**config.mk**
```make
export PLATFORM = sky130hd
export DESIGN_NAME = bqc_fifo
export DESIGN_NICKNAME = d
export VERILOG_FILES = /design/src/sv/bqc_pkg.sv /design/src/sv/bqc_fifo.sv
export SDC_FILE = /design/constraint.sdc
export NUM_CORES = 1
export LEC_CHECK = 0
export BUFFER_PORTS_ARGS = -buffer_cell sky130_fd_sc_hd__buf_2
export CAP_MARGIN = 30
export CELL_PAD_IN_SITES_DETAIL_PLACEMENT = 1
export CELL_PAD_IN_SITES_GLOBAL_PLACEMENT = 2
export CORE_UTILIZATION = 38
export DETAILED_ROUTE_END_ITERATION = 10
export GPL_TIMING_DRIVEN = 0
export HOLD_SLACK_MARGIN = 0.15
export PLACE_DENSITY = 0.8
export SKIP_LAST_GASP = 1
export SLEW_MARGIN = 20
export SYNTH_ARGS = -nofsm -noshare
export SYNTH_HDL_FRONTEND = slang
export SYNTH_SLANG_ARGS = --single-unit
```
**constraint.sdc**
```tcl
create_clock -name aclk -period 5.5 [get_ports aclk]
set_input_delay 1.375 -clock aclk [delete_from_list [all_inputs] [get_ports aclk]]
set_output_delay 1.375 -clock aclk [all_outputs]
set_load 0.05 [all_outputs]
```
**src/sv/bqc_pkg.sv**
```systemverilog
// Shared types and constants for the billboard quad corner generator.
// Used by every module of the block; depends on nothing.
`timescale 1ns / 1ps

package bqc_pkg;

    localparam int FRAC_BITS_DEF = 16;
    localparam int CFG_IDX_W     = 3;
    localparam int VIEW_W        = 34;
    localparam int MAG_W         = 33;
    localparam int QUEUE_DEPTH   = 2;

    typedef enum logic [CFG_IDX_W-1:0] {
        CFG_CENTER_X  = 3'd0,
        CFG_CENTER_Y  = 3'd1,
        CFG_CENTER_Z  = 3'd2,
        CFG_HALF_SIZE = 3'd3,
        CFG_EYE_DROP  = 3'd4
    } cfg_idx_e;

    typedef struct packed {
        logic signed [VIEW_W-1:0] a;
        logic signed [VIEW_W-1:0] b;
        logic signed [VIEW_W-1:0] c;
    } view_t;

    typedef enum logic [3:0] {
        ST_IDLE, ST_SCALE, ST_NORM, ST_SQ0, ST_SQ1, ST_SUM, ST_SQRT,
        ST_DINIT, ST_DIV, ST_VX, ST_VZ, ST_VFIN, ST_CMUL, ST_CADD, ST_EMIT
    } back_state_t;

    typedef enum logic [1:0] {
        PH_LEN, PH_N1, PH_N2
    } root_phase_t;

    typedef enum logic [1:0] {
        DQ_UA = 2'd0,
        DQ_UC = 2'd1,
        DQ_P  = 2'd2,
        DQ_Q  = 2'd3
    } div_sel_t;

endpackage

```
**src/sv/bqc_fifo.sv**
```systemverilog
// Short queue of view vectors between the front and back stages.
// Depends on bqc_pkg.
`timescale 1ns / 1ps

module bqc_fifo (
    input  logic           aclk,
    input  logic           aresetn,
    input  logic           in_valid,
    output logic           in_ready,
    input  bqc_pkg::view_t in_view,
    output logic           out_valid,
    input  logic           out_ready,
    output bqc_pkg::view_t out_view
);
    import bqc_pkg::*;

    localparam int PTR_W = $clog2(QUEUE_DEPTH);
    localparam int CNT_W = $clog2(QUEUE_DEPTH + 1);

    view_t             mem [QUEUE_DEPTH];
    logic [PTR_W-1:0]  wr_ptr_reg;
    logic [PTR_W-1:0]  rd_ptr_reg;
    logic [CNT_W-1:0]  count_reg;
    logic              push;
    logic              pop;

    assign in_ready  = (count_reg != CNT_W'(QUEUE_DEPTH));
    assign out_valid = (count_reg != '0);
    assign out_view  = mem[rd_ptr_reg];
    assign push      = in_valid && in_ready;
    assign pop       = out_valid && out_ready;

    always_ff @(posedge aclk) begin
        if (!aresetn) begin
            wr_ptr_reg <= '0;
            rd_ptr_reg <= '0;
            count_reg  <= '0;
        end else begin
            if (push) begin
                wr_ptr_reg <= wr_ptr_reg + 1'b1;
            end
            if (pop) begin
                rd_ptr_reg <= rd_ptr_reg + 1'b1;
            end
            if (push && !pop) begin
                count_reg <= count_reg + 1'b1;
            end else if (pop && !push) begin
                count_reg <= count_reg - 1'b1;
            end
        end
    end

    always_ff @(posedge aclk) begin
        if (push) begin
            mem[wr_ptr_reg] <= in_view;
        end
    end

endmodule

```
==> flow_metrics.tcl <==
set metrics [dict create \
    synth_area_um2 7620 \
    clkTransAtPathRegs_ns 0.05 \
    start_util_pct 38.9 \
    period_needed_ns 3.27 \
    cts-root-buf "clkbuf_16" \
    cts_tree "yes" \
    cts_setup_buffers 0 \
    worst_ep_arrival_time_ns 1.89 \
    crit_required_ns 4.12 \
    path_max_fanout 10 \
    max-vdd-ir-drop_uv 263 \
    portBuffers 209 \
    overflow 0 \
    grt_max_degree 62 \
    num_rows 51 \
    layout_commonest_cell "buf_2" \
    io-pin-count 210 \
    final-hold-violation-count 0 \
    synth_seq_cells 209 \
    antenna_found_initial 1 \
    syn_inst 341 \
    skew_ns 0.00427 \
    slew_viol_final 0 \
    layout_common_cells "buf_2 (211), edfxtp_1 (204), mux2_2 (102)" \
    leakage_nw 3.63 \
    area_growth_pct 28.0 \
    viasPerCell 4.63 \
    drc_errors 0 \
    rrSetupSlack_ns 3.61 \
    gp_congestion 0.688 \
    postCtsHoldBufs 0 \
    vias 3974 \
    path_class "flop to output pin" \
    die-area_um2 20600 \
    yosysUniqueCellTypes 21 \
    syn-mean-instance-area_um2 22.4 \
    cts_resized 0 \
    final_layout_size_suffix_gt1_share_pct 60.5 \
    avgRoutedWirePerCell_um 17.8 \
    die_x_um 144 \
    drt-pass1-iter-count 4 \
    cts_num_sinks 209 \
    dpl.cell_count 818 \
    grt_pass1_vias 4489 \
    syn_nets 448 \
    hold_slack_ns 0.584 \
    crit_path_start_kind "flop" \
    p_per_area_nw_per_um2 538 \
    finish.instance_area_um2 9760 \
    drtIter0Drc 124 \
    layout.cells.non_filler 858 \
    cts_max_level 1 \
    totalWireLength_um 15300 \
    placed_cell_area_um2 9090 \
    synth_warnings 0 \
    final_nets 685 \
    cts_max_path_buffers 3 \
    maxCapViolCount 0 \
    fin_crit_sh_pct 59.4 \
    postLayoutCoreUtil_pct 49.8 \
    ant_nets 0 \
    slew-limit-headroom_pct 71.6 \
    largest_reg_flops 204 \
    fmax_mhz 306 \
    status "complete, no violations" \
    dp_hpwl_um 10300 \
    setup_viol 0 \
    cts-buffers-inserted 23 \
    core_area_um2 19600 \
    hold_class "flop to flop" \
    grt_usage_pct 14.7 \
    die_y_um 144 \
    grt_setup_unrepaired "no" \
    fin_setup_tns_ns 0 \
    synth-seq-area-share_pct 81.7 \
    worst_slew_pin_slew_ns 0.425 \
    grt_pass1_wl_um 23100 \
    cp-end-kind "output pin" \
    clk_latency_ns 0.49 \
]
[worst max-delay path, cell delays in order, from the launching register on]
cell and delay [ns]:
dfxtp_1 0.35, buf_4 0.27, buf_6 0.21, mux2_2 0.35, buf_2 0.21
[synthesized netlist by cell type (all sizes together)]
cell	number	area, um^2
edfxtp	204	6130
mux2	102	1150
buf	11	108
dfxtp	5	100
and2	4	25.0
a21boi	2	15.0
o21ai	2	10.0
xnor2	2	17.5
a21bo	1	10.0
and3	1	6.26
ha	1	12.5
inv	1	3.75
nand2b	1	13.8
nand3b	1	7.51
or2	1	6.26
or3	1	6.26
xor2	1	8.76
[kinds of logic (layout without fill, tap and decap cells)]
family	after synthesis	in the layout	synth area share (%)
flops	209	209	81.7
mux	102	102	15.1
buf+inv	12	263	1.46
simple gates	9	9	0.853
compound gates	5	5	0.459
xor+xnor	3	3	0.345
fa+ha+maj	1	1	0.164
other cells	0	1	0
[final cells by class]
type,count,area (um^2)
flip-flops and latches,209,6230
inverters,1,8.76
diodes,1,2.50
plain buffers,11,108
clock buffers,29,598
clock inverters,10,72.6
well taps,265,332
fillers,1893,9830
multi-input cells,120,1290
repair buffers,212,1120
[worst paths after layout]
path                       end          from  depth (start not counted)
setup / recovery  out_view[36]          flop                          4
hold / removal    count_reg[1]  count_reg[1]                          2
setup reg to reg    mem[0][76]  count_reg[0]                          4
hold reg to reg   count_reg[1]  count_reg[1]                          2
[routing by layer]
layer	vias up	share of wire, %	global-route usage (%)
li1	1829	-	-
met1	1971	37	15.9
met2	144	52	27.0
met3	30	9.1	4.97
met4	0	1.6	4.42
met5	-	0	0
[through the flow]
stage / setup slack, ns / power, W
floorplan: 1.24 / 0.00351
global placement: -0.166 / 0.00390
detailed placement: 2.68 / 0.00393
CTS: 2.18 / 0.00533
global route: 2.14 / 0.00547
finish: 2.23 / 0.00525
[power breakdown]
group	switching, W	internal, W	leakage, nW	total [W]
sequential	0.0000522	0.00199	1.95	0.00204
clock	0.000566	0.000810	0.329	0.00138
combinational	0.00130	0.000528	1.35	0.00183
total	0.00192	0.00333	3.63	0.00525
Note: power is estimated with default switching activity, not from simulation.
