--- config.mk ---
export PLATFORM = sky130hd
export DESIGN_NAME = bqc_back
export DESIGN_NICKNAME = d
export VERILOG_FILES = /design/src/sv/bqc_pkg.sv /design/src/sv/bqc_back.sv
export SDC_FILE = /design/constraint.sdc
export NUM_CORES = 2
export LEC_CHECK = 0
export ABC_AREA = 1
export BUFFER_PORTS_ARGS = -buffer_cell sky130_fd_sc_hd__buf_2
export CAP_MARGIN = 15
export CORE_UTILIZATION = 29
export CTS_CLUSTER_SIZE = 25
export DETAILED_ROUTE_END_ITERATION = 8
export GPL_TIMING_DRIVEN = 0
export PLACE_DENSITY = 0.47
export SETUP_SLACK_MARGIN = 0.15
export SYNTH_ARGS = -nofsm -noshare
export SYNTH_HDL_FRONTEND = slang
export SYNTH_SLANG_ARGS = --single-unit
--- constraint.sdc ---
create_clock -name aclk -period 13.35 [get_ports aclk]
set_input_delay 1.335 -clock aclk [delete_from_list [all_inputs] [get_ports aclk]]
set_output_delay 1.335 -clock aclk [all_outputs]
set_load 0.05 [all_outputs]
--- src/sv/bqc_pkg.sv ---
// Shared types and constants for the billboard quad corner generator.
// Used by every module of the block; depends on nothing.
`timescale 1ns / 1ps

package bqc_pkg;

    localparam int FRAC_BITS_DEF = 16;
    localparam int CFG_IDX_W     = 3;
    localparam int VIEW_W        = 34;
    localparam int MAG_W         = 33;
    localparam int QUEUE_DEPTH   = 2;

    typedef enum logic [CFG_IDX_W-1:0] {
        CFG_CENTER_X  = 3'd0,
        CFG_CENTER_Y  = 3'd1,
        CFG_CENTER_Z  = 3'd2,
        CFG_HALF_SIZE = 3'd3,
        CFG_EYE_DROP  = 3'd4
    } cfg_idx_e;

    typedef struct packed {
        logic signed [VIEW_W-1:0] a;
        logic signed [VIEW_W-1:0] b;
        logic signed [VIEW_W-1:0] c;
    } view_t;

    typedef enum logic [3:0] {
        ST_IDLE, ST_SCALE, ST_NORM, ST_SQ0, ST_SQ1, ST_SUM, ST_SQRT,
        ST_DINIT, ST_DIV, ST_VX, ST_VZ, ST_VFIN, ST_CMUL, ST_CADD, ST_EMIT
    } back_state_t;

    typedef enum logic [1:0] {
        PH_LEN, PH_N1, PH_N2
    } root_phase_t;

    typedef enum logic [1:0] {
        DQ_UA = 2'd0,
        DQ_UC = 2'd1,
        DQ_P  = 2'd2,
        DQ_Q  = 2'd3
    } div_sel_t;

endpackage

--- src/sv/bqc_back.sv ---
// Back stage: scales the view vector, builds the two unit basis vectors unless
// the view is degenerate, using a shared root, divide and multiply unit, and
// emits four corner beats. Depends on bqc_pkg.
`timescale 1ns / 1ps

module bqc_back #(
    parameter int FRACTION_BITS = bqc_pkg::FRAC_BITS_DEF
) (
    input  logic                 aclk,
    input  logic                 aresetn,
    input  logic                 in_valid,
    output logic                 in_ready,
    input  bqc_pkg::view_t       in_view,
    input  logic signed [31:0]   center_x,
    input  logic signed [31:0]   center_y,
    input  logic signed [31:0]   center_z,
    input  logic [30:0]          half_size,
    output logic                 m_valid,
    input  logic                 m_ready,
    output logic signed [31:0]   m_vertex_x,
    output logic signed [31:0]   m_vertex_y,
    output logic signed [31:0]   m_vertex_z,
    output logic [1:0]           m_corner_index,
    output logic                 m_last_corner,
    output logic                 m_degenerate
);
    import bqc_pkg::*;

    localparam int F   = FRACTION_BITS;
    localparam int QW  = F + 2;
    localparam int DVW = F + 33;
    localparam int DW  = F + 4;
    localparam int CW  = $clog2(QW);

    back_state_t state_reg, state_next;

    logic [MAG_W-1:0] ma_reg, mb_reg, mc_reg;
    logic             sa_reg, sb_reg, sc_reg;
    logic             degen_reg;
    root_phase_t      phase_reg;
    div_sel_t         dsel_reg;
    logic [31:0]      u_reg, w_reg, len_reg, n_reg;
    logic [63:0]      prod_reg, acc_reg, s_reg, r_reg, bit_reg;
    logic [31:0]      rem_reg;
    logic [QW-1:0]    dq_reg;
    logic [CW-1:0]    cnt_reg;
    logic [QW-1:0]    ua_reg, uc_reg, p_reg, q_reg, vxm_reg, vzm_reg;
    logic             dneg_reg;
    logic [1:0]       axis_reg;
    logic [1:0]       k_reg;
    logic signed [31:0] vx_reg, vy_reg, vz_reg;

    // Scaling decisions.
    logic [MAG_W-1:0] m_ab, m_max;
    logic             halve, dbl, degen_now, norm_dbl;
    assign m_ab      = (ma_reg > mb_reg) ? ma_reg : mb_reg;
    assign m_max     = (m_ab > mc_reg) ? m_ab : mc_reg;
    assign halve     = m_max[32] || m_max[31];
    assign dbl       = !halve && (m_max != '0) && !m_max[30];
    assign degen_now = ((ma_reg == '0) && (mc_reg == '0)) || (mb_reg == '0);
    assign norm_dbl  = !(u_reg[31] || u_reg[30] || w_reg[31] || w_reg[30]);

    // Square-root step.
    logic [63:0] trial, s_step, r_step;
    logic        sq_ge;
    assign trial  = r_reg + bit_reg;
    assign sq_ge  = (s_reg >= trial);
    assign s_step = sq_ge ? (s_reg - trial) : s_reg;
    assign r_step = sq_ge ? ((r_reg >> 1) + bit_reg) : (r_reg >> 1);

    // Division step.
    logic [31:0]    div_m;
    logic [DVW-1:0] dividend;
    logic [32:0]    rem2, rem_sub;
    logic           dv_ge;
    logic [QW-1:0]  dq_step;
    assign div_m    = dsel_reg[0] ? w_reg : u_reg;
    assign dividend = {1'b0, div_m, {F{1'b0}}} + DVW'(n_reg >> 1);
    assign rem2     = {rem_reg, dq_reg[QW-1]};
    assign dv_ge    = (rem2 >= {1'b0, n_reg});
    assign rem_sub  = dv_ge ? (rem2 - {1'b0, n_reg}) : rem2;
    assign dq_step  = {dq_reg[QW-2:0], dv_ge};

    // Basis vectors as signed values and the corner direction.
    logic signed [DW-1:0] ua_w, uc_w, p_w, vxm_w, vzm_w;
    logic signed [DW-1:0] hx, hz, vx, vz, dx, dy, dz, dir;
    logic                 sh_pos, sv_pos, vx_neg, vz_neg;
    logic [DW-1:0]        dir_mag;
    assign ua_w   = signed'(DW'(ua_reg));
    assign uc_w   = signed'(DW'(uc_reg));
    assign p_w    = signed'(DW'(p_reg));
    assign vxm_w  = signed'(DW'(vxm_reg));
    assign vzm_w  = signed'(DW'(vzm_reg));
    assign vx_neg = !(sa_reg ^ sb_reg);
    assign vz_neg = (!sc_reg) ^ sb_reg;
    assign hx     = sc_reg ? uc_w : -uc_w;
    assign hz     = sa_reg ? -ua_w : ua_w;
    assign vx     = vx_neg ? -vxm_w : vxm_w;
    assign vz     = vz_neg ? -vzm_w : vzm_w;
    assign sh_pos = !k_reg[1];
    assign sv_pos = (k_reg == 2'd1) || (k_reg == 2'd2);
    assign dx     = (sh_pos ? hx : -hx) + (sv_pos ? vx : -vx);
    assign dy     = sv_pos ? p_w : -p_w;
    assign dz     = (sh_pos ? hz : -hz) + (sv_pos ? vz : -vz);

    always_comb begin
        case (axis_reg)
            2'd0:    dir = dx;
            2'd1:    dir = dy;
            default: dir = dz;
        endcase
    end
    assign dir_mag = dir[DW-1] ? DW'(-dir) : DW'(dir);

    // Shared multiplier, registered.
    logic [31:0] mul_a, mul_b;
    logic [31:0] sq_u, sq_w;
    logic [63:0] mul_p;
    assign sq_u = (phase_reg == PH_LEN) ? ma_reg[31:0] : u_reg;
    assign sq_w = (phase_reg == PH_LEN) ? mc_reg[31:0] : w_reg;

    always_comb begin
        case (state_reg)
            ST_SQ0: begin
                mul_a = sq_u;
                mul_b = sq_u;
            end
            ST_SQ1: begin
                mul_a = sq_w;
                mul_b = sq_w;
            end
            ST_VX: begin
                mul_a = 32'(ua_reg);
                mul_b = 32'(q_reg);
            end
            ST_VZ: begin
                mul_a = 32'(uc_reg);
                mul_b = 32'(q_reg);
            end
            ST_CMUL: begin
                mul_a = {1'b0, half_size};
                mul_b = 32'(dir_mag);
            end
            default: begin
                mul_a = '0;
                mul_b = '0;
            end
        endcase
    end
    assign mul_p = mul_a * mul_b;

    // Rounding and saturation of a corner coordinate.
    logic [63:0]        rnd;
    logic [33:0]        pm;
    logic signed [31:0] cen;
    logic signed [35:0] sum;
    logic signed [31:0] sat;
    assign rnd = prod_reg + (64'd1 << (F - 1));
    assign pm  = rnd[F+33:F];

    always_comb begin
        case (axis_reg)
            2'd0:    cen = center_x;
            2'd1:    cen = center_y;
            default: cen = center_z;
        endcase
    end

    assign sum = {{4{cen[31]}}, cen} +
                 (dneg_reg ? -signed'({2'b0, pm}) : signed'({2'b0, pm}));

    always_comb begin
        if (sum > 36'sd2147483647) begin
            sat = 32'sh7fffffff;
        end else if (sum < -36'sd2147483648) begin
            sat = 32'sh80000000;
        end else begin
            sat = sum[31:0];
        end
    end

    // Next state and handshake outputs.
    always_comb begin
        state_next = state_reg;
        in_ready   = 1'b0;
        m_valid    = 1'b0;
        unique case (state_reg)
            ST_IDLE: begin
                in_ready = 1'b1;
                if (in_valid) begin
                    state_next = ST_SCALE;
                end
            end
            ST_SCALE: begin
                if (!halve && !dbl) begin
                    state_next = degen_now ? ST_EMIT : ST_SQ0;
                end
            end
            ST_NORM: begin
                if (!norm_dbl) begin
                    state_next = ST_SQ0;
                end
            end
            ST_SQ0:  state_next = ST_SQ1;
            ST_SQ1:  state_next = ST_SUM;
            ST_SUM:  state_next = ST_SQRT;
            ST_SQRT: begin
                if (bit_reg[0]) begin
                    state_next = (phase_reg == PH_LEN) ? ST_NORM : ST_DINIT;
                end
            end
            ST_DINIT: state_next = ST_DIV;
            ST_DIV: begin
                if (cnt_reg == CW'(QW - 1)) begin
                    unique case (dsel_reg)
                        DQ_UA:   state_next = ST_DINIT;
                        DQ_UC:   state_next = ST_NORM;
                        DQ_P:    state_next = ST_DINIT;
                        default: state_next = ST_VX;
                    endcase
                end
            end
            ST_VX:   state_next = ST_VZ;
            ST_VZ:   state_next = ST_VFIN;
            ST_VFIN: state_next = ST_CMUL;
            ST_CMUL: state_next = ST_CADD;
            ST_CADD: begin
                if (axis_reg == 2'd2) begin
                    state_next = ST_EMIT;
                end else begin
                    state_next = ST_CMUL;
                end
            end
            ST_EMIT: begin
                m_valid = 1'b1;
                if (m_ready) begin
                    if (k_reg == 2'd3) begin
                        state_next = ST_IDLE;
                    end else if (degen_reg) begin
                        state_next = ST_EMIT;
                    end else begin
                        state_next = ST_CMUL;
                    end
                end
            end
            default: state_next = ST_IDLE;
        endcase
    end

    always_ff @(posedge aclk) begin
        if (!aresetn) begin
            state_reg <= ST_IDLE;
        end else begin
            state_reg <= state_next;
        end
    end

    // Datapath.
    always_ff @(posedge aclk) begin
        prod_reg <= mul_p;
        case (state_reg)
            ST_IDLE: begin
                sa_reg    <= in_view.a[VIEW_W-1];
                sb_reg    <= in_view.b[VIEW_W-1];
                sc_reg    <= in_view.c[VIEW_W-1];
                ma_reg    <= in_view.a[VIEW_W-1] ? MAG_W'(-in_view.a) : MAG_W'(in_view.a);
                mb_reg    <= in_view.b[VIEW_W-1] ? MAG_W'(-in_view.b) : MAG_W'(in_view.b);
                mc_reg    <= in_view.c[VIEW_W-1] ? MAG_W'(-in_view.c) : MAG_W'(in_view.c);
                phase_reg <= PH_LEN;
                k_reg     <= 2'd0;
                axis_reg  <= 2'd0;
            end
            ST_SCALE: begin
                if (halve) begin
                    ma_reg <= ma_reg >> 1;
                    mb_reg <= mb_reg >> 1;
                    mc_reg <= mc_reg >> 1;
                end else if (dbl) begin
                    ma_reg <= ma_reg << 1;
                    mb_reg <= mb_reg << 1;
                    mc_reg <= mc_reg << 1;
                end else begin
                    degen_reg <= degen_now;
                    vx_reg    <= center_x;
                    vy_reg    <= center_y;
                    vz_reg    <= center_z;
                end
            end
            ST_NORM: begin
                if (norm_dbl) begin
                    u_reg <= u_reg << 1;
                    w_reg <= w_reg << 1;
                end
            end
            ST_SQ1: acc_reg <= prod_reg;
            ST_SUM: begin
                s_reg   <= acc_reg + prod_reg;
                r_reg   <= '0;
                bit_reg <= 64'd1 << 62;
            end
            ST_SQRT: begin
                s_reg   <= s_step;
                r_reg   <= r_step;
                bit_reg <= bit_reg >> 2;
                if (bit_reg[0]) begin
                    case (phase_reg)
                        PH_LEN: begin
                            len_reg   <= r_step[31:0];
                            u_reg     <= ma_reg[31:0];
                            w_reg     <= mc_reg[31:0];
                            phase_reg <= PH_N1;
                        end
                        PH_N1: begin
                            n_reg    <= r_step[31:0];
                            dsel_reg <= DQ_UA;
                        end
                        default: begin
                            n_reg    <= r_step[31:0];
                            dsel_reg <= DQ_P;
                        end
                    endcase
                end
            end
            ST_DINIT: begin
                rem_reg <= 32'(dividend[DVW-1:QW]);
                dq_reg  <= dividend[QW-1:0];
                cnt_reg <= '0;
            end
            ST_DIV: begin
                rem_reg <= rem_sub[31:0];
                dq_reg  <= dq_step;
                cnt_reg <= cnt_reg + 1'b1;
                if (cnt_reg == CW'(QW - 1)) begin
                    case (dsel_reg)
                        DQ_UA: begin
                            ua_reg   <= dq_step;
                            dsel_reg <= DQ_UC;
                        end
                        DQ_UC: begin
                            uc_reg    <= dq_step;
                            u_reg     <= len_reg;
                            w_reg     <= mb_reg[31:0];
                            phase_reg <= PH_N2;
                        end
                        DQ_P: begin
                            p_reg    <= dq_step;
                            dsel_reg <= DQ_Q;
                        end
                        default: q_reg <= dq_step;
                    endcase
                end
            end
            ST_VZ:   vxm_reg <= rnd[F+QW-1:F];
            ST_VFIN: begin
                vzm_reg  <= rnd[F+QW-1:F];
                axis_reg <= 2'd0;
            end
            ST_CMUL: dneg_reg <= dir[DW-1];
            ST_CADD: begin
                case (axis_reg)
                    2'd0:    vx_reg <= sat;
                    2'd1:    vy_reg <= sat;
                    default: vz_reg <= sat;
                endcase
                axis_reg <= (axis_reg == 2'd2) ? 2'd0 : axis_reg + 2'd1;
            end
            ST_EMIT: begin
                if (m_ready) begin
                    k_reg    <= k_reg + 2'd1;
                    axis_reg <= 2'd0;
                end
            end
            default: begin
            end
        endcase
    end

    assign m_vertex_x     = vx_reg;
    assign m_vertex_y     = vy_reg;
    assign m_vertex_z     = vz_reg;
    assign m_corner_index = k_reg;
    assign m_last_corner  = (k_reg == 2'd3);
    assign m_degenerate   = degen_reg;

endmodule

==> impl_results.md <==
- Worst IR drop on VDD: between 0.2 and 0.3 mV
- Ys Warns: 0
- Proportion of synthesized flip-flops having asynchronous set or reset: 0
- Via count of the first global-routing pass: between 80000 and 90000
- First-pass GRT wire length: 626 mm
- Total via count in the routed design: 91900
- Clk pin slew, worst setup/hold paths: 0.06 ns
- Post-Syn Area: 97500 um^2
- Class of the worst hold path: reg -> reg
- Global-route met3 utilization: 0.0363
- Skew-Pair Late Insertion Delay: 0.80 ns
- Placed cell areas: approximately 110000 um^2
- Filler cell count: 36300
- Unrepaired setup endpoints after global routing: no
- Commonest register cell after synthesis: edfxtp_1
- H-tree depth: 3
- Final instance area: 110000 um^2
- Remaining max-slew budget at the tightest pin: 0.103
- F_max: between 70 and 80 MHz
- Clock net sink count: 791
- Met1 Track Usage GR: 0.355
- GRT busiest layer: met2
- Startpoint kind of the worst setup timing path: flop
- Floorplan Core Area: 334000 um^2
- Result of the run: finished clean
- Final Net Count: 15300
- Growth of design area from synthesis to finish: 12.3%
- EDFF count, synth: 723
- First DRT Iteration DRCs: approximately 9500
- Clock tree from TritonCTS: built
- Slowest cell on the critical path: fa_1
- DRC violations left: 0
- Vertical extent of the die: 582 um
- Worst path max stage delay: 0.56 ns
- Met2 global-route usage: 0.397
- # IOs: 335
- Count of endpoints failing setup in the final report: 0
- Number of failing hold endpoints at the final stage: 0
- Synth Register Bits: 791
- 1st-pass router iterations: 8
- Endpoint class of the critical path: flop
- Critical Path Fanout Max: 10
- Power density over the cells: 222 nW/um^2
- Number of standard cells after synthesis: 13000
- Post-layout min period: 12.75 ns
- Fraction of final layout cells sized beyond drive strength 1: 0.0627
- Part of the cycle the worst path needs: 0.955
- Initial core utilization: 0.292
- Antenna Violating Nets Remaining: 0
- Horizontal die dimension: approximately 580 um
- Post-synth cell types: 71
- Max cap viols: 0
- Req. time, crit path: 13.97 ns
- Core Rows: 212
- Seq/Total Area, Yosys: 0.237
- Largest net degree at the start of global routing: 63
- Number of slew-limit violations in the final report: 0
- Arrival time reported for the critical path endpoint: 13.37 ns
- Routability cong.: 0.976
- Overflow left after global routing: 0
- Port Buffers: between 300 and 400
- Most used cell, CP: fa_1
- CTS max path bufs: 3
- Number of antenna violations at the first check in global routing: 34
- Total global routing track utilization: 0.252
- Synthesized net count: 14800
- Number of vias per cell: 5.12
- Core occupancy in the finished layout: 0.328
- Total length of routed wires: 436 mm
- Slew @ Worst Pin: 1.34 ns
- Clock tree skew after final layout: 0.0917 ns
- Number of clock buffers inserted by TritonCTS: 94
- Root Driver: clkbuf_16
- Category of the most critical setup path: reg -> reg
- Final Total Pwr: 24.3 mW
- HPWL reported at the end of detailed placement: 369 mm
- Wirelength per Cell: 24.3 um
- Area enclosed by the die boundary: 339000 um^2
- Static leakage: between 50 and 60 nW
- Post-CTS Hold Fix Bufs: 0
- Mean cell area of the mapped netlist: 7.51 um^2
per-stage QoR:
| stage | TNS (ns) | hold WS [ns] | instances | setup WS (ns) |
|---|---|---|---|---|
| after floorplan | 0 | 0.415 | 13000 | 2.21 |
| after global placement | -91.70 | 0.430 | 17700 | -3.28 |
| after detailed placement | -84.32 | 0.430 | 17800 | -2.71 |
| after CTS | 0 | 0.428 | 17900 | 0.101 |
| after global routing | 0 | 0.444 | 17900 | 0.136 |
| final | 0 | 0.448 | 18000 | 0.605 |
area by class of cell:
cell class | count | area (um^2) | area share
Multi-Input combinational cell | 9390 | 64200 | 0.586
Tap cell | 4387 | 5490 | 0.0501
Antenna cell | 5 | 12.5 | 0.000114
Timing Repair Buffer | 407 | 2650 | 0.0242
Clock buffer | 112 | 2500 | 0.0229
Inverter | 2407 | 9040 | 0.0826
Sequential cell | 791 | 23100 | 0.211
Clock inverter | 64 | 793 | 0.00724
Buffer | 389 | 1750 | 0.0160
placed cells by master, fill, tap and decap left out, types with 19 or more instances in the layout:
master	synthesis	layout
o211ai_1	72	72
a21o_1	28	28
o21ai_0	835	828
buf_4	15	40
nand3_1	409	406
nand2_1	3133	3122
ha_1	663	660
o21bai_1	32	31
clkbuf_1	278	285
o31ai_1	29	29
buf_6	18	38
buf_2	40	370
inv_1	2355	2355
clkbuf_16	0	96
nand2_2	19	19
clkinv_1	16	24
xor2_1	295	288
nand4_1	95	95
a21oi_1	949	941
inv_2	35	34
nor2_1	1089	1081
fa_1	903	902
a21boi_0	28	28
edfxtp_1	723	723
o221ai_1	36	35
dfxtp_1	68	68
or2_2	35	35
buf_1	38	33
nor3_1	151	137
nor4_1	71	62
a31oi_1	120	119
o22ai_1	36	33
a22o_1	20	20
o21a_1	45	45
nand3b_1	19	19
xnor2_1	146	145
logic make-up after synthesis:
family | share of synthesized area
buffers and inverters | 0.110
xor gates and xnor gates | 0.0398
AOI/OAI and AO/OA | 0.131
adders and majority gates | 0.270
muxes | 0.000115
DFF | 0.237
and+or+nand+nor | 0.212
power by group:
group | switching, mW | internal [mW]
Sequential | 0.671 | 3.54
Clock | 1.27 | 1.57
Combinational | 12.4 | 4.87
critical path, delay by kind of cell, from the launching register on:
kind                     cells  cell delay [ns]
buffers and inverters       10             2.13
XOR/XNOR                     3             0.74
AO/OA/AOI/OAI                7             1.84
adder cells (fa/ha/maj)     10             4.91
AND/OR/NAND/NOR             16             2.57
flip-flops                   1             0.36
what timing repair did:
item                                    4_1_cts  5_1_grt
resized for setup                            18       63
endpoints found under the setup margin       52       37
buffers inserted                              3        6
pin swaps                                     1        5
cells in the mapped netlist, types with 29 or more instances:
cell	number	area share
inv_1	2355	0.091
o211ai_1	72	0.0055
o221ai_1	36	0.0032
xnor2_1	146	0.013
dfxtp_1	68	0.014
xor2_1	295	0.026
nand4_1	95	0.0061
o31ai_1	29	0.0022
buf_2	40	0.0021
a21oi_1	949	0.049
nor3_1	151	0.0078
nor2_1	1089	0.042
o21a_1	45	0.0035
nor4_1	71	0.0046
o21bai_1	32	0.0025
inv_2	35	0.0013
edfxtp_1	723	0.22
or2_2	35	0.0022
clkbuf_1	278	0.011
nand2_1	3133	0.12
ha_1	663	0.085
o21ai_0	835	0.043
o22ai_1	36	0.0023
buf_1	38	0.0015
fa_1	903	0.19
a31oi_1	120	0.0077
nand3_1	409	0.021
routing by layer:
| metal | routed length [um] | vias to the layer above |
|---|---|---|
| li1 | - | 42700 |
| met1 | 195000 | 45000 |
| met2 | 191000 | 3660 |
| met3 | 34400 | 514 |
| met4 | 15200 | 10 |
| met5 | 72 | - |
path summary, 6_finish.rpt:
check | startpoint | to | slack (ns) | cells after the start
worst max-delay path | m_corner_index[1]$_SDFFCE_PN0P_ | prod_reg[48]$_DFF_P_ | 0.60 | 46
worst min-delay path | prod_reg[12]$_DFF_P_ | acc_reg[12]$_DFFE_PP_ | 0.45 | 0
worst max register to register | m_corner_index[1]$_SDFFCE_PN0P_ | prod_reg[48]$_DFF_P_ | 0.60 | 46
worst min register to register | prod_reg[12]$_DFF_P_ | acc_reg[12]$_DFFE_PP_ | 0.45 | 0
Power figures use the tool's default switching activity.
