## src/sv/bqc_pkg.sv

```systemverilog
// Shared types and constants for the billboard quad corner generator.
// Used by every module of the block; depends on nothing.
`timescale 1ns / 1ps

package bqc_pkg;

    localparam int FRAC_BITS_DEF = 16;
    localparam int CFG_IDX_W     = 3;
    localparam int VIEW_W        = 34;
    localparam int MAG_W         = 33;
    localparam int QUEUE_DEPTH   = 2;

    typedef enum logic [CFG_IDX_W-1:0] {
        CFG_CENTER_X  = 3'd0,
        CFG_CENTER_Y  = 3'd1,
        CFG_CENTER_Z  = 3'd2,
        CFG_HALF_SIZE = 3'd3,
        CFG_EYE_DROP  = 3'd4
    } cfg_idx_e;

    typedef struct packed {
        logic signed [VIEW_W-1:0] a;
        logic signed [VIEW_W-1:0] b;
        logic signed [VIEW_W-1:0] c;
    } view_t;

    typedef enum logic [3:0] {
        ST_IDLE, ST_SCALE, ST_NORM, ST_SQ0, ST_SQ1, ST_SUM, ST_SQRT,
        ST_DINIT, ST_DIV, ST_VX, ST_VZ, ST_VFIN, ST_CMUL, ST_CADD, ST_EMIT
    } back_state_t;

    typedef enum logic [1:0] {
        PH_LEN, PH_N1, PH_N2
    } root_phase_t;

    typedef enum logic [1:0] {
        DQ_UA = 2'd0,
        DQ_UC = 2'd1,
        DQ_P  = 2'd2,
        DQ_Q  = 2'd3
    } div_sel_t;

endpackage

```

## src/sv/bqc_front.sv

```systemverilog
// Front stage: accepts camera beats and forms the view vector a, b, c.
// Depends on bqc_pkg.
`timescale 1ns / 1ps

module bqc_front (
    input  logic                 aclk,
    input  logic                 aresetn,
    input  logic                 s_valid,
    output logic                 s_ready,
    input  logic signed [31:0]   s_camera_x,
    input  logic signed [31:0]   s_camera_y,
    input  logic signed [31:0]   s_camera_z,
    input  logic signed [31:0]   center_x,
    input  logic signed [31:0]   center_y,
    input  logic signed [31:0]   center_z,
    input  logic signed [31:0]   eye_drop,
    output logic                 out_valid,
    input  logic                 out_ready,
    output bqc_pkg::view_t       out_view
);
    import bqc_pkg::*;

    logic  valid_reg;
    view_t view_reg;
    view_t view_next;

    function automatic logic signed [VIEW_W-1:0] sx(input logic signed [31:0] x);
        return {{(VIEW_W-32){x[31]}}, x};
    endfunction

    always_comb begin
        view_next.a = sx(center_x) - sx(s_camera_x);
        view_next.b = sx(center_y) - sx(s_camera_y) - sx(eye_drop);
        view_next.c = sx(center_z) - sx(s_camera_z);
    end

    assign s_ready   = !valid_reg || out_ready;
    assign out_valid = valid_reg;
    assign out_view  = view_reg;

    always_ff @(posedge aclk) begin
        if (!aresetn) begin
            valid_reg <= 1'b0;
        end else if (s_ready) begin
            valid_reg <= s_valid;
        end
    end

    always_ff @(posedge aclk) begin
        if (s_ready && s_valid) begin
            view_reg <= view_next;
        end
    end

endmodule

```

## config.mk

```make
export PLATFORM = sky130hd
export DESIGN_NAME = bqc_front
export DESIGN_NICKNAME = d
export VERILOG_FILES = /design/src/sv/bqc_pkg.sv /design/src/sv/bqc_front.sv
export SDC_FILE = /design/constraint.sdc
export NUM_CORES = 1
export LEC_CHECK = 0
export BUFFER_PORTS_ARGS = -buffer_cell sky130_fd_sc_hd__buf_2
export CAP_MARGIN = 25
export CORE_AREA = 2 2 146 162
export CTS_CLUSTER_DIAMETER = 100
export DETAILED_ROUTE_END_ITERATION = 12
export DIE_AREA = 0 0 148 164
export PLACE_DENSITY = 0.73
export SLEW_MARGIN = 25
export SYNTH_ARGS = -nofsm -noshare
export SYNTH_HDL_FRONTEND = slang
export SYNTH_SLANG_ARGS = --single-unit
```

## constraint.sdc

```tcl
create_clock -name aclk -period 5.25 [get_ports aclk]
set_input_delay 0.525 -clock aclk [delete_from_list [all_inputs] [get_ports aclk]]
set_output_delay 0.525 -clock aclk [all_outputs]
set_load 0.005 [all_outputs]
```

==> flow_metrics.env, run 1 <==
export IMPL_synth_top_area_cell="edfxtp_1"
export IMPL_die_w_um=148
export IMPL_p_leak_nw=5.89
export IMPL_synth_ff_type="edfxtp_1"
export IMPL_synth_avg_cell_area_um2=9.20
export IMPL_synth_top_cell_area_share_pct=30.6
export IMPL_drtAntennaViolNets=0
export IMPL_p_switching_mw=1.14
export IMPL_dieArea_mm2=0.0243
export IMPL_fin_skew_ps=16.7
export IMPL_yosysSeqAreaShare_pct=30.8
export IMPL_power_frac_seq_pct=35.0
export IMPL_cts_buffers=9
export IMPL_grt_use_met1_pct=26.0
export IMPL_syn_inst=1067
export IMPL_fillers=2144
export IMPL_hold_viol=0
export IMPL_yosysWarnings=0
export IMPL_grt_max_degree=57
export IMPL_place_ws_ps=1440
export IMPL_min_period_ps=3480
export IMPL_run_status="complete, no violations"
export IMPL_clock_sinks=101
export IMPL_cts_tree="yes"
export IMPL_dp_hpwl_mm=22.0
export IMPL_clockPowerShare_pct=21.3
export IMPL_synthArstFlopShare_pct=0
export IMPL_synth_fp_nets=1428
export IMPL_area_sequential_mm2=0.00302
export IMPL_drv_cap=0
export IMPL_cp_max_fo=4
export IMPL_vias=8962
export IMPL_cts_root_buf="clkbuf_16"
export IMPL_grt_overflow=0
export IMPL_synthTopCellsByArea="edfxtp_1, ha_1, fa_1"
export IMPL_portBuffers=331
export IMPL_clk_pin_slew_ps=80
export IMPL_vias_per_cell=5.29
export IMPL_fmax_ghz=0.287
export IMPL_synthesis_area_mm2=0.00982
export IMPL_rows=58
export IMPL_avgRoutedWirePerCell_um=15.5
export IMPL_cp_end_kind="register"
export IMPL_grt_pass1_vias=8798
export IMPL_crit_path_start_kind="input pin"
export IMPL_irDropWorstVdd_mv=0.130
export IMPL_grt_usage_pct=21.5
export IMPL_insertion_delay_ps=350
export IMPL_power_internal_mw=2.09
export IMPL_cts_setup_buffers=0
export IMPL_worstSetupPathType="in2reg"
export IMPL_synthTopCellsByCount="inv_1, edfxtp_1, ha_1"
export IMPL_synth_edff_count=100
export IMPL_worst_slew_pin_slew_ps=798
export IMPL_num_antenna_cells=0
export IMPL_power_density_mw_per_mm2=268
export IMPL_core_area_mm2=0.0226
export IMPL_start_util_pct=43.4
export IMPL_post_cts_resized=0
export IMPL_setup_violations=0
export IMPL_rsz0062_at_grt="false"
export IMPL_io_pins=332
export IMPL_hold_path_class="in2reg"
export IMPL_synth_most_common_cell="inv_1"
export IMPL_gp_congestion=0.910
export IMPL_cts_hold_buf=0
export IMPL_worst_slew_margin_rel_pct=46.8
export IMPL_crit_required_ps=5350
export IMPL_area_delta_synth_final_pct=22.9
export IMPL_comb_power_share_pct=43.7
export IMPL_multi_input_area_mm2=0.00610
export IMPL_yosysUniqueCellTypes=80
export IMPL_drt_pass1_iter_count=5
export IMPL_synth_seq_cells=101
export IMPL_die_h_um=164
export IMPL_netSwitchingFraction_pct=35.3
export IMPL_clockBufferDepth=2
export IMPL_met3_usage_pct=4.14
export IMPL_setup_slack_ps=1770
export IMPL_grt_pass1_wl_mm=42.0
export IMPL_drive_gt1_share_pct=27.0
export IMPL_globalRouteMet2Util_pct=38.3
export IMPL_reg2reg_slack_ps=3140
export IMPL_grt_busiest_layer="met2"
export IMPL_fin_crit_sh_pct=66.4
export IMPL_fin_nets=1751
export IMPL_drtIter0Drc=422
export IMPL_routed_wl_mm=26.3
export IMPL_finalSetupTns_ps=0
export IMPL_slew_viol_final=0
export IMPL_h_tree_depth=3
export IMPL_drc=0
export IMPL_arrival_ps=3580
export IMPL_antenna_found_initial=0
export IMPL_hold_slack_ps=412
-- power groups by stage --
| stage | clock network (mW) | registers, mW | logic (mW) |
|---|---|---|---|
| floorplan | 0 | 1.17 | 0.921 |
| global placement | 0 | 1.15 | 1.38 |
| detailed placement | 0 | 1.15 | 1.40 |
| CTS | 0.711 | 1.14 | 1.41 |
| global route | 0.737 | 1.15 | 1.57 |
| finish | 0.690 | 1.13 | 1.41 |
-- per-stage QoR --
stage / util (%) / instances / cell area (µm²) / power [mW]
after detailed placement: 52.0 / 1679 / 11800 / 2.55
after global routing: 53.3 / 1695 / 12100 / 3.45
after floorplan: - / 1067 / 9820 / 2.09
after global placement: 52.0 / 1679 / 11800 / 2.53
after CTS: 53.3 / 1695 / 12100 / 3.26
final: 53.3 / 1695 / 12100 / 3.24
-- state kept, by name, indices dropped and copies added (netlist names) --
name,count
out_view,100
out_valid,1
-- area by class of cell --
cell class	instances	share of cell area, %
Clock buffer	11	1.93
Clock inverter	5	0.518
Inverter	164	5.10
Multi-Input combinational cell	782	50.5
Sequential cell	101	25.0
Tap cell	300	3.11
Timing Repair Buffer	332	13.8
-- worst max-delay path, cell delays in order --
cell	delay, ps
buf_2	80
inv_1	40
fa_1	570
ha_1	180
nor2_1	70
fa_1	400
nand2b_1	180
a21oi_1	430
o211ai_4	150
a311oi_2	500
a211oi_2	180
o21ai_1	200
xor2_1	80
-- metal layers --
layer / wire length [µm] / share of wire [%]
met5: 0 / 0
met4: 417 / 1.6
met3: 1720 / 6.5
met2: 13100 / 50
met1: 11100 / 42
-- kinds of logic after synthesis --
logic type / count (synthesis) / share of synthesized area [%]
buffers and inverters: 184 / 7.15
adders and majority gates: 133 / 19.5
DFF: 101 / 30.8
AOI/OAI and AO/OA: 316 / 22.4
xor gates and xnor gates: 77 / 6.87
and+or+nand+nor: 250 / 12.6
muxes: 6 / 0.624
-- cells in the final DEF, fill, tap and decap left out, types with 5 or more instances in the layout --
master / n
xor2_1: 23
nand2_1: 57
xnor2_1: 54
mux2i_1: 5
and2_1: 6
or3_1: 6
nor4_1: 5
buf_2: 331
o21bai_1: 15
o21a_1: 19
o21ai_0: 38
and3_1: 16
o31ai_1: 6
inv_1: 164
a21o_1: 38
edfxtp_1: 100
o211ai_1: 9
o21ai_1: 7
a31oi_1: 11
nand4_1: 6
a211oi_1: 16
nor2_1: 68
nor3_1: 16
nand2b_1: 14
a21oi_1: 89
nand3_1: 21
fa_1: 34
ha_1: 99
clkbuf_16: 9
nor2b_1: 12
-- worst paths after layout --
path	from	end	cells after the start
hold / removal	aresetn	out_valid$_SDFFE_PN0N_	2
setup / recovery	s_camera_y[0]	out_view[66]$_DFFE_PP_	13
hold reg to reg	out_valid$_SDFFE_PN0N_	out_valid$_SDFFE_PN0N_	2
setup reg to reg	out_valid$_SDFFE_PN0N_	out_view[98]$_DFFE_PP_	3
No activity file was read; power rests on OpenSTA's default activity.
==> run 2: changes to the inputs <==
--- a/config.mk
+++ b/config.mk
@@ -11,7 +11,7 @@
 export CTS_CLUSTER_DIAMETER = 100
 export DETAILED_ROUTE_END_ITERATION = 12
 export DIE_AREA = 0 0 148 164
-export PLACE_DENSITY = 0.73
+export PLACE_DENSITY = 0.75
 export SLEW_MARGIN = 25
 export SYNTH_ARGS = -nofsm -noshare
 export SYNTH_HDL_FRONTEND = slang
==> constraint.sdc (replaced) <==
create_clock -name aclk -period 2.8 [get_ports aclk]
set_input_delay 0.28 -clock aclk [delete_from_list [all_inputs] [get_ports aclk]]
set_output_delay 0.28 -clock aclk [all_outputs]
set_load 0.005 [all_outputs]
==> run 2 against run 1 <==
Compared with the run above:
- the flow now finishes with violations (setup timing)
- worst hold slack worse by 250 ps
- die area stayed put
- via count is 4.0% higher
- combinational power is 120% higher
- first-iteration DRC count is 0.71% lower
- critical path depth is 1 higher
- wire length is 7.2% higher
- cell area is 6.6% higher
- clock power is 78% higher
- sequential power is 88% higher
- clock skew is 3.3 ps lower
- final cell count is 4.8% higher
- highest routed layer unchanged
==> flow_metrics.env, run 2 (same netlist as run 1, synthesis figures left out) <==
export IMPL_setup_slack_ps=-3.44
export IMPL_worstSetupPathType="in2reg"
export IMPL_drt_pass1_iter_count=5
export IMPL_vias=9323
export IMPL_fin_nets=1832
export IMPL_finalSetupTns_ps=-3.44
export IMPL_irDropWorstVdd_mv=0.251
export IMPL_slew_viol_final=0
export IMPL_h_tree_depth=3
export IMPL_crit_buf_inv=3
export IMPL_crit_family="adder cells"
export IMPL_r2r_cells=3
export IMPL_clock_sinks=101
export IMPL_largest_register_ffs=100
export IMPL_cp_end_kind="register"
export IMPL_power_mw=6.44
export IMPL_drv_cap=0
export IMPL_gp_congestion=0.876
export IMPL_portBuffers=331
export IMPL_min_period_ps=2800
export IMPL_worst_slew_pin_slew_ps=707
export IMPL_violations="setup timing"
export IMPL_dpl_cell_area_mm2=0.0124
export IMPL_fin_crit_sh_pct=100
export IMPL_run_status="complete, but fails checks"
export IMPL_cts_root_buf="clkbuf_16"
export IMPL_insertion_delay_ps=350
export IMPL_hold_depth=2
export IMPL_crit_required_ps=2980
export IMPL_grt_max_degree=43
export IMPL_slowest_stage="fa_1"
export IMPL_area_delta_synth_final_pct=31.0
export IMPL_io_pins=332
export IMPL_routed_wl_mm=28.2
export IMPL_grt_usage_pct=22.5
export IMPL_post_route_cell_area_mm2=0.0129
export IMPL_grt_pass1_wl_mm=43.6
export IMPL_crit_path_start_kind="input pin"
export IMPL_cp_depth=14
export IMPL_fin_skew_ps=13.3
export IMPL_num_antenna_cells=0
export IMPL_drive_gt1_share_pct=32.7
export IMPL_avgRoutedWirePerCell_um=15.9
export IMPL_die_w_um=148
export IMPL_antenna_found_initial=0
export IMPL_dieArea_mm2=0.0243
export IMPL_setup_violations=1
export IMPL_mostFrequentLayoutCells="buf_2, inv_1, edfxtp_1"
export IMPL_clk_pin_slew_ps=80
export IMPL_fmax_ghz=0.357
export IMPL_rsz0062_at_grt="true"
export IMPL_cts_buffers=9
export IMPL_rows=58
export IMPL_drtIter0Drc=419
export IMPL_cts_hold_buf=0
export IMPL_drc=0
export IMPL_hold_path_class="in2reg"
export IMPL_cp_max_fo=2
export IMPL_fin_util_pct=56.8
export IMPL_grt_pass1_vias=8988
export IMPL_cts_tree="yes"
export IMPL_power_density_mw_per_mm2=501
export IMPL_die_h_um=164
export IMPL_start_util_pct=43.4
export IMPL_worst_slew_margin_rel_pct=52.6
export IMPL_crit_chain="buf_6 -> fa_1 -> inv_2 -> ha_4 -> nor2_4 -> fa_2 -> nand2b_4 -> a21oi_4 -> buf_6 -> o211ai_1 -> a21oi_2 -> o21ai_2 -> or4b_4 -> o311ai_4"
export IMPL_critPathMaxStageDelay_ps=590
export IMPL_grt_overflow=0
export IMPL_arrival_ps=2990
export IMPL_p_leak_nw=6.32
export IMPL_cp_common_cell="buf_6"
export IMPL_hold_viol=0
export IMPL_vias_per_cell=5.25
export IMPL_clockBufferDepth=2
export IMPL_drtAntennaViolNets=0
export IMPL_final_common_cell="buf_2"
export IMPL_dp_hpwl_mm=23.5
export IMPL_core_area_mm2=0.0226
-- run 2: cell types whose count changed in the layout (fill, tap and decap cells not counted), sizes merged --
cell	delta
clkinv	+1
inv	+2
clkbuf	-2
buf	+81
bufinv	-1
-- run 2: worst paths after layout --
path	from	to	slack, ps
hold / removal	aresetn	out_valid$_SDFFE_PN0N_	170
hold reg to reg	out_valid$_SDFFE_PN0N_	out_valid$_SDFFE_PN0N_	620
setup reg to reg	out_valid$_SDFFE_PN0N_	out_view[100]$_DFFE_PP_	1080
setup / recovery	center_y[0]	out_view[48]$_DFFE_PP_	-3
-- run 2: worst reg2reg max path: cells and delay by family, from the launching register on --
family                 cells  cell delay, ps
and+or+nand+nor            2             710
DFF                        1             320
buffers and inverters      1             370
-- run 2: power by group --
part | total, mW | internal [mW] | switching (mW)
Combinational | 3.09 | 1.46 | 1.63
Sequential | 2.13 | 2.05 | 0.0769
Clock | 1.23 | 0.614 | 0.617
Total | 6.44 | 4.12 | 2.32
-- run 2: repair_timing --
| action | CTS | global route |
|---|---|---|
| pin swaps | 6 | 11 |
| setup endpoints to repair | 3 | 8 |
| gates resized for setup | 2 | 21 |
| setup buffers | 1 | 3 |
-- run 2: through the flow --
step,hold WS [ps],worst slack [ps],std cells
finish,167,-3.44,1776
global route,165,-97.2,1776
floorplan,419,-16.5,1067
CTS,150,16.5,1773
global placement,534,-328,1756
detailed placement,545,-435,1756
-- run 2: layer usage --
metal  vias up  GRT usage [%]  routed length [µm]
met5         -              0                   0
met4         0           6.23                 512
met3        33           4.22                2300
met2       362           40.2               13900
met1      4293           27.8               11500
li1       4635              -                   -
-- run 2: layout make-up --
| type | count | area (µm²) |
|---|---|---|
| Fill cell | 2047 | 9780 |
| Multi-Input combinational cell | 782 | 6270 |
| Sequential cell | 101 | 3020 |
| Timing Repair Buffer | 413 | 2300 |
| Inverter | 164 | 616 |
| Tap cell | 300 | 375 |
| Clock buffer | 9 | 225 |
| Clock inverter | 7 | 55.1 |
==> run 3: changes to the inputs <==
--- a/config.mk
+++ b/config.mk
@@ -7,10 +7,10 @@
 export LEC_CHECK = 0
 export BUFFER_PORTS_ARGS = -buffer_cell sky130_fd_sc_hd__buf_2
 export CAP_MARGIN = 25
-export CORE_AREA = 2 2 146 162
+export CORE_AREA = 3 3 147 163
 export CTS_CLUSTER_DIAMETER = 100
 export DETAILED_ROUTE_END_ITERATION = 12
-export DIE_AREA = 0 0 148 164
+export DIE_AREA = 0 0 150 166
 export PLACE_DENSITY = 0.75
 export SLEW_MARGIN = 25
 export SYNTH_ARGS = -nofsm -noshare
==> run 3 against run 2 <==
Compared with the run above:
- the run still ends with setup timing left
- clock skew down 2.1 ps
- first-iteration DRC count decreased by 6.9%
- largest power group unchanged
- count of clock-buffer cells in the layout did not move
- combinational power shrank 2%
- wire length rose by 2.8%
- fmax shrank 0.77%
- utilization increased by 0.81 points
==> flow_metrics.env, run 3 (same netlist as run 1, synthesis figures left out) <==
export IMPL_routed_wl_mm=29.0
export IMPL_dieArea_mm2=0.0249
export IMPL_grt_use_met1_pct=27.1
export IMPL_grt_usage_pct=22.4
export IMPL_cts_tree="yes"
export IMPL_setup_slack_ps=-25.3
export IMPL_setup_violations=1
export IMPL_worst_slew_pin_slew_ps=725
export IMPL_antenna_found_initial=0
export IMPL_globalRouteMet2Util_pct=40.0
export IMPL_violations="setup timing"
export IMPL_crit_path_start_kind="input pin"
export IMPL_rsz0062_at_grt="true"
export IMPL_drive_gt1_share_pct=32.4
export IMPL_avgRoutedWirePerCell_um=16.5
export IMPL_cts_hold_buf=0
export IMPL_hold_slack_ps=189
export IMPL_finalSetupTns_ps=-25.3
export IMPL_clock_sinks=101
export IMPL_p_switching_mw=2.31
export IMPL_run_status="complete, but fails checks"
export IMPL_portBuffers=331
export IMPL_irDropWorstVdd_mv=0.313
export IMPL_dp_hpwl_mm=24.3
export IMPL_num_antenna_cells=0
export IMPL_power_internal_mw=4.19
export IMPL_clk_pin_slew_ps=70
export IMPL_cp_end_kind="register"
export IMPL_power_mw=6.49
export IMPL_hold_path_class="in2reg"
export IMPL_min_period_ps=2830
export IMPL_insertion_delay_ps=350
export IMPL_fin_nets=1824
export IMPL_grt_pass1_vias=9184
export IMPL_comb_power_share_pct=46.7
export IMPL_mostFrequentLayoutCells="buf_2, inv_1, edfxtp_1"
export IMPL_core_area_mm2=0.0223
export IMPL_arrival_ps=2920
export IMPL_worst_slew_margin_rel_pct=51.4
export IMPL_h_tree_depth=3
export IMPL_io_pins=332
export IMPL_clockBufferDepth=2
export IMPL_rows=57
export IMPL_slowest_stage="fa_2"
export IMPL_crit_family="adder cells"
export IMPL_die_w_um=150
export IMPL_grt_busiest_layer="met2"
export IMPL_slew_viol_final=0
export IMPL_area_delta_synth_final_pct=30.6
export IMPL_grt_pass1_wl_mm=45.2
export IMPL_met3_usage_pct=4.61
export IMPL_drv_cap=0
export IMPL_place_ws_ps=-415
export IMPL_worstSetupPathType="in2reg"
export IMPL_netSwitchingFraction_pct=35.5
export IMPL_final_common_cell="buf_2"
export IMPL_drt_pass1_iter_count=7
export IMPL_die_h_um=166
export IMPL_crit_chain="buf_6 -> inv_2 -> fa_2 -> inv_2 -> ha_4 -> nor2_4 -> fa_2 -> nand2b_4 -> a21oi_4 -> o211ai_4 -> a311oi_2 -> buf_4 -> a211o_1 -> a311oi_1 -> nor3_1"
export IMPL_largest_register_ffs=100
export IMPL_cts_root_buf="clkbuf_16"
export IMPL_drtIter0Drc=390
export IMPL_grt_overflow=0
export IMPL_grt_max_degree=101
export IMPL_critPathMaxStageDelay_ps=630
export IMPL_cp_max_fo=4
export IMPL_fin_crit_sh_pct=101
export IMPL_fin_util_pct=57.6
export IMPL_crit_buf_inv=4
export IMPL_vias_per_cell=5.30
export IMPL_drtAntennaViolNets=0
export IMPL_start_util_pct=44.1
export IMPL_gp_congestion=0.932
export IMPL_fmax_ghz=0.354
export IMPL_drc=0
export IMPL_crit_required_ps=2890
export IMPL_power_frac_seq_pct=32.8
export IMPL_vias=9336
export IMPL_clockPowerShare_pct=20.5
export IMPL_power_density_mw_per_mm2=506
export IMPL_p_leak_nw=6.29
export IMPL_cts_buffers=9
export IMPL_hold_viol=0
export IMPL_fin_skew_ps=11.2
-- run 3: cell types whose count changed in the layout (fill, tap and decap cells not counted), sizes merged --
cell / delta
clkinvlp: -1
bufinv: +1
buf: -8
-- run 3: power by group through the flow --
stage	logic, mW	registers (mW)	clock network, mW
after floorplan	1.77	2.18	0
after global placement	2.91	2.16	0
after detailed placement	2.96	2.16	0
after CTS	2.97	2.13	1.36
after global routing	3.36	2.16	1.42
final	3.03	2.13	1.33
-- run 3: path summary, 6_finish.rpt --
check / cells after the start / endpoint / from / slack (ps)
setup / recovery: 15 / out_view[62]$_DFFE_PP_ / eye_drop[0] / -30
setup reg to reg: 3 / out_view[95]$_DFFE_PP_ / out_valid$_SDFFE_PN0N_ / 1330
hold reg to reg: 2 / out_valid$_SDFFE_PN0N_ / out_valid$_SDFFE_PN0N_ / 550
hold / removal: 3 / out_valid$_SDFFE_PN0N_ / s_valid / 190
-- run 3: per-layer routing --
| layer | vias up | wire length, µm |
|---|---|---|
| li1 | 4612 | - |
| met1 | 4318 | 11500 |
| met2 | 362 | 14400 |
| met3 | 44 | 2400 |
| met4 | 0 | 708 |
| met5 | - | 0 |
-- run 3: area by class of cell --
class | instances | area [µm²]
Fill cell | 2019 | 9430
Sequential cell | 101 | 3020
Clock inverter | 7 | 80.1
Timing Repair Buffer | 405 | 2240
Inverter | 164 | 616
Clock buffer | 9 | 225
Tap cell | 295 | 369
Multi-Input combinational cell | 782 | 6270
-- run 3: worst register-to-register path, stage by stage (launching register included) --
cell and delay, ps:
dfxtp_1 320, nand2b_1 100, and2_4 160, buf_12 430
-- run 3: what timing repair did --
action	in CTS	in global routing
buffers inserted	0	4
resized for setup	0	24
pin swaps	4	15
endpoints found under the setup margin	4	12
-- run 3: per-stage QoR --
stage	std cells	area, µm²
after floorplan	1067	9890
after global placement	1743	12400
after detailed placement	1743	12400
after CTS	1759	12700
after global routing	1763	12800
final	1763	12800
